$ cat src/hdl/trs_pkg.sv
// ----------------------------------------------------------------------------
// trs_pkg: types and constants for the trs model matrix builder
// input and result transaction structs, angle constants and atan table
// ----------------------------------------------------------------------------
package trs_pkg;

  typedef struct packed {
    logic signed [31:0] pos_x;
    logic signed [31:0] pos_y;
    logic signed [31:0] pos_z;
    logic signed [31:0] angle_x;
    logic signed [31:0] angle_y;
    logic signed [31:0] angle_z;
    logic signed [31:0] scale_x;
    logic signed [31:0] scale_y;
    logic signed [31:0] scale_z;
    logic signed [31:0] pivot_x;
    logic signed [31:0] pivot_y;
    logic signed [31:0] pivot_z;
  } trs_in_t;

  typedef struct packed {
    logic [1:0]         row_index;
    logic signed [31:0] col0;
    logic signed [31:0] col1;
    logic signed [31:0] col2;
    logic signed [31:0] col3;
    logic               last_row;
  } trs_out_t;

  // angles with 30 fraction bits
  localparam logic signed [35:0] ANG_PI      = 36'sd3373259426;
  localparam logic signed [35:0] ANG_HALF_PI = 36'sd1686629713;
  localparam logic signed [35:0] ANG_TWO_PI  = 36'sd6746518852;
  localparam logic signed [35:0] CORDIC_GAIN = 36'sd652032874;
  localparam int ANG_TABLE_LEN = 30;

  // cordic state for one axis
  typedef struct packed {
    logic signed [35:0] x;
    logic signed [35:0] y;
    logic signed [35:0] z;
    logic               neg;
  } trs_cord_t;

  function automatic logic signed [35:0] atan_lut(input logic [4:0] i);
    logic signed [35:0] v;
    case (i)
      5'd0: v = 36'sd843314857;
      5'd1: v = 36'sd497837829;
      5'd2: v = 36'sd263043837;
      5'd3: v = 36'sd133525159;
      5'd4: v = 36'sd67021687;
      5'd5: v = 36'sd33543516;
      5'd6: v = 36'sd16775851;
      5'd7: v = 36'sd8388437;
      5'd8: v = 36'sd4194283;
      5'd9: v = 36'sd2097149;
      default: v = 36'sd1 <<< (5'd30 - i);
    endcase
    return v;
  endfunction

  function automatic logic signed [31:0] sat32(input logic signed [63:0] v);
    if (v > 64'sd2147483647) return 32'sh7fffffff;
    if (v < -64'sd2147483648) return 32'sh80000000;
    return v[31:0];
  endfunction

endpackage

$ cat src/hdl/trs_cordic_cell.sv
// ----------------------------------------------------------------------------
// trs_cordic_cell: one cordic micro-rotation stage
// rotates one axis by a fixed step and hands the result to the next cell
// ----------------------------------------------------------------------------
module trs_cordic_cell import trs_pkg::*; #(
  parameter int STEP = 0
) (
  input  logic      clk,
  input  trs_cord_t cell_in,
  output trs_cord_t cell_out
);
  trs_cord_t cell_nxt;
  localparam logic signed [35:0] ATAN = atan_lut(5'(STEP));

  always_comb begin
    cell_nxt = cell_in;
    if (!cell_in.z[35]) begin
      cell_nxt.x = cell_in.x - (cell_in.y >>> STEP);
      cell_nxt.y = cell_in.y + (cell_in.x >>> STEP);
      cell_nxt.z = cell_in.z - ATAN;
    end else begin
      cell_nxt.x = cell_in.x + (cell_in.y >>> STEP);
      cell_nxt.y = cell_in.y - (cell_in.x >>> STEP);
      cell_nxt.z = cell_in.z + ATAN;
    end
  end

  always_ff @(posedge clk) begin
    cell_out <= cell_nxt;
  end
endmodule

$ cat config.mk
export PLATFORM = sky130hd
export DESIGN_NAME = trs_cordic_cell
export DESIGN_NICKNAME = d
export VERILOG_FILES = /design/src/hdl/trs_pkg.sv /design/src/hdl/trs_cordic_cell.sv
export SDC_FILE = /design/constraint.sdc
export NUM_CORES = 1
export LEC_CHECK = 0
export BUFFER_PORTS_ARGS = -buffer_cell sky130_fd_sc_hd__buf_2
export CORE_AREA = 2 2 147 149
export CTS_CLUSTER_DIAMETER = 50
export DETAILED_ROUTE_END_ITERATION = 16
export DIE_AREA = 0 0 149 151
export GPL_TIMING_DRIVEN = 0
export PLACE_DENSITY = 0.71
export SETUP_SLACK_MARGIN = 0.02
export SYNTH_ARGS = -nofsm -noshare
export SYNTH_HDL_FRONTEND = slang
export SYNTH_SLANG_ARGS = --single-unit
$ cat constraint.sdc
create_clock -name clk -period 8.75 [get_ports clk]
set_clock_uncertainty 0.15 [all_clocks]
set_input_delay 0.4375 -clock clk [delete_from_list [all_inputs] [get_ports clk]]
set_output_delay 0.4375 -clock clk [all_outputs]
set_load 0.02 [all_outputs]
==> Flow_metrics.wiki <==
{| class="wikitable"
! Metric !! Value
|-
| Final count of pins violating max slew || 0
|-
| Utilization of the core after routing || 0.579
|-
| Floorplan Core Area || between 0.02 and 0.025 sq mm
|-
| Worst Slack Setup Final || ~4200 ps
|-
| Critical path buffer and inverter count || 4
|-
| Largest net degree at the start of global routing || 30
|-
| Area contributors post-synth || sky130_fd_sc_hd__dfxtp_1 21%, sky130_fd_sc_hd__ha_1 17%, sky130_fd_sc_hd__a21oi_1 7.6%
|-
| Pre-antenna DRT Iters || 8
|-
| Row count || 53
|-
| Number of DRC markers in iteration 0 || between 1000 and 1500
|-
| P&R area growth vs syn || 16.9%
|-
| Routed wire length || about 35 mm
|-
| Fraction of registers with async set/reset || 0
|-
| Routed via count divided by cell count || between 5 and 6
|-
| Fraction of layout cells with a size suffix above 1 || 0.188
|-
| Outcome || finished, final reports clean
|-
| Hold violation total from the final report || 0
|-
| Placed cell area || approximately 0.012 sq mm
|-
| Total non-filler cell area in the finished layout || approximately 0.012 sq mm
|-
| Power per cell area || about 170 mW/mm^2
|-
| Global router's overall resource usage || 0.305
|-
| Number of flops mapped to enable cells by yosys || 0
|-
| Worst endpoint required time || 8860 ps
|-
| Final RePlAce weighted congestion || about 1.0
|-
| Final nets || between 1500 and 2000
|-
| RSZ-0062 raised after global routing || no
|-
| Normalized max-slew margin || 0.392
|-
| Type of the setup path with the least slack || in -> reg
|-
| Filler-free cell count of the finished design || 1848
|-
| Vias in the first global route || 10300
|-
| Accumulated negative setup slack || 0 ps
|-
| Layout filler cell count || ~2000
|-
| Slew at the pin closest to its max-slew limit || slightly above 900 ps
|-
| Final worst-path cycle share || 0.525
|-
| Total power of the final layout || 2.03 mW
|-
| Number of buffers added to fix hold violations after cts || 0
|-
| Delay of the slowest critical-path stage || 700 ps
|-
| Critical Path Slowest Stage Cell || sky130_fd_sc_hd__buf_2
|-
| Post-route minimum period || 4600 ps
|-
| Sequential area share after synthesis || 0.210
|-
| Initial Utilization || 0.495
|-
| Clock transition at the registers of the reported paths || approximately 80 ps
|-
| Cell Area, Synth || 0.0103 sq mm
|-
| Highest Clock Rate || 218 MHz
|-
| Remaining global-route overflow || 0
|-
| Setup violation total in the final timing report || 0
|-
| DRC errors left || 0
|-
| Number of antenna-violating nets in the routed design || 0
|-
| Synth Warn # || 0
|-
| Syn nets || 1591
|-
| Cell Count Post-Placement || between 1500 and 2000
|-
| Post-detail-place hpwl || ~28 mm
|-
| Cell class contributing the biggest share of worst-path delay || compound AO/OA/AOI/OAI gates
|-
| Die height || 151 um
|-
| Post-Syn Instances || ~1300
|-
| Launching element type of the critical path || input port
|-
| MaxCap Viol Count || 0
|-
| Chain of cells forming the critical path || buf_2, inv_1, clkbuf_1, buf_2, ha_1, a21o_1, a21oi_1, o21ai_0, a21oi_1, o211ai_1, a31oi_1, o21a_1, o31ai_1, xor2_1
|-
| Max FFs per register || 108
|-
| Largest driver fanout on the critical path || 29
|-
| Clock tree from TritonCTS || done
|-
| Overall die width || between 100 and 150 um
|-
| Area leader, netlist || sky130_fd_sc_hd__dfxtp_1
|-
| Number of buffers added by the clock tree synthesis step || 9
|-
| Number of antenna violations at the first check in global routing || 1
|-
| Overall via count from detail_route || ~11000
|-
| Mean instance size in the synthesized netlist || 7.71 sq um
|-
| Routed wire per std cell || around 19 um
|-
| Leakage Power || approximately 5.7 nW
|-
| Maximum ir drop on the vdd rail || around 110 uV
|-
| Port bufs || around 220
|-
| Global-route wire length before repair || ~54 mm
|-
| # Post-CTS Setup Buffers || 0
|-
| Area fraction of the dominant cell type after synthesis || 0.210
|-
| Overall die area || ~0.022 sq mm
|-
| Kind of capture point of the worst setup path || register
|-
| Max Buffers Root-to-Sink || 2
|-
| Largest registers in the final layout || cell_out x108
|-
| Resized Gates After CTS || 0
|-
| Data arrival time at the worst-slack endpoint || about 4700 ps
|-
| Clock sinks || approximately 110
|-
| Reg with most FFs || cell_out
|-
| Synth unique cells || 84
|-
| Most frequently used flop master after synthesis || sky130_fd_sc_hd__dfxtp_1
|-
| Seq cells post-synth || 108
|-
| Post-placement setup slack || roughly 3800 ps
|-
| Cell at the root of the clock tree || sky130_fd_sc_hd__clkbuf_16
|-
| I/O pin count || roughly 220
|-
| Hold_ws || ~8.5 ps
|-
| Worst hold path type || in -> reg
|-
| Maximum level of the CTS H-tree || 3
|}
[cell usage in the layout (no fill, tap or decap), drive strengths merged, types with 5 or more instances in the layout]
master / instances
buf: 249
a21oi: 159
ha: 139
nor2: 125
inv: 121
dfxtp: 108
o21ai: 100
xnor2: 76
nand2: 64
a21o: 46
o21bai: 34
clkbuf: 34
xor2: 22
a211oi: 22
nor3: 21
nand3: 20
o21a: 16
nor2b: 16
o211ai: 16
o31ai: 15
nand2b: 14
nand4: 12
a31oi: 12
nor4: 9
or2: 8
and3: 7
o22ai: 7
nand3b: 6
a2111oi: 6
and2: 5
a211o: 5
mux2i: 5
o41ai: 5
[cell type report]
class	instances	area, sq um	area share
Multi-Input combinational cell	1054	7440	0.617
Sequential cell	108	2160	0.179
Timing Repair Buffer	218	1090	0.0905
Inverter	120	450	0.0374
Tap cell	275	344	0.0285
Buffer	56	264	0.0219
Clock buffer	9	225	0.0187
Clock inverter	7	80.1	0.00664
Antenna cell	1	2.50	0.000208
[kinds of logic (layout without fill, tap and decap cells)]
kind of cell / after synthesis / in the layout / synth area share
AO/OA/AOI/OAI: 489 / 489 / 0.310
AND/OR/NAND/NOR: 318 / 318 / 0.145
buffers and inverters: 176 / 410 / 0.0693
adder cells (fa/ha/maj): 143 / 143 / 0.176
flip-flops: 108 / 108 / 0.210
XOR/XNOR: 98 / 98 / 0.0832
multiplexers: 6 / 6 / 0.00594
other: 0 / 1 / 0
[cell usage after synthesis, types with 18 or more instances]
cell and count:
sky130_fd_sc_hd__nor2_1 125, sky130_fd_sc_hd__xor2_1 22, sky130_fd_sc_hd__buf_2 19, sky130_fd_sc_hd__nand3_1 19, sky130_fd_sc_hd__nor3_1 21, sky130_fd_sc_hd__a21o_1 46, sky130_fd_sc_hd__xnor2_1 76, sky130_fd_sc_hd__inv_1 108
sky130_fd_sc_hd__clkbuf_1 25, sky130_fd_sc_hd__o21ai_0 81, sky130_fd_sc_hd__o21ai_1 18, sky130_fd_sc_hd__nand2_1 64, sky130_fd_sc_hd__dfxtp_1 108, sky130_fd_sc_hd__a211oi_1 18, sky130_fd_sc_hd__ha_1 139, sky130_fd_sc_hd__a21oi_1 156
sky130_fd_sc_hd__o21bai_1 33
[worst paths after layout]
| kind | endpoint | cells past startpoint | start |
|---|---|---|---|
| max | cell_out[35]$_DFF_P_ | 14 | cell_in[36] |
| min | cell_out[0]$_DFF_P_ | 1 | cell_in[0] |
[report_power, final]
part,internal [mW],switching (mW)
sequential,0.607,0.0300
combinational,0.337,0.615
clock,0.227,0.215
total,1.17,0.859
[routing by layer]
| layer | global-route usage | vias to the layer above | routed length, um |
|---|---|---|---|
| li1 | - | 5215 | - |
| met1 | 0.397 | 5031 | 14900 |
| met2 | 0.511 | 562 | 16000 |
| met3 | 0.0530 | 67 | 3190 |
| met4 | 0.106 | 2 | 945 |
| met5 | 0 | - | 13 |
Power figures use the tool's default switching activity.
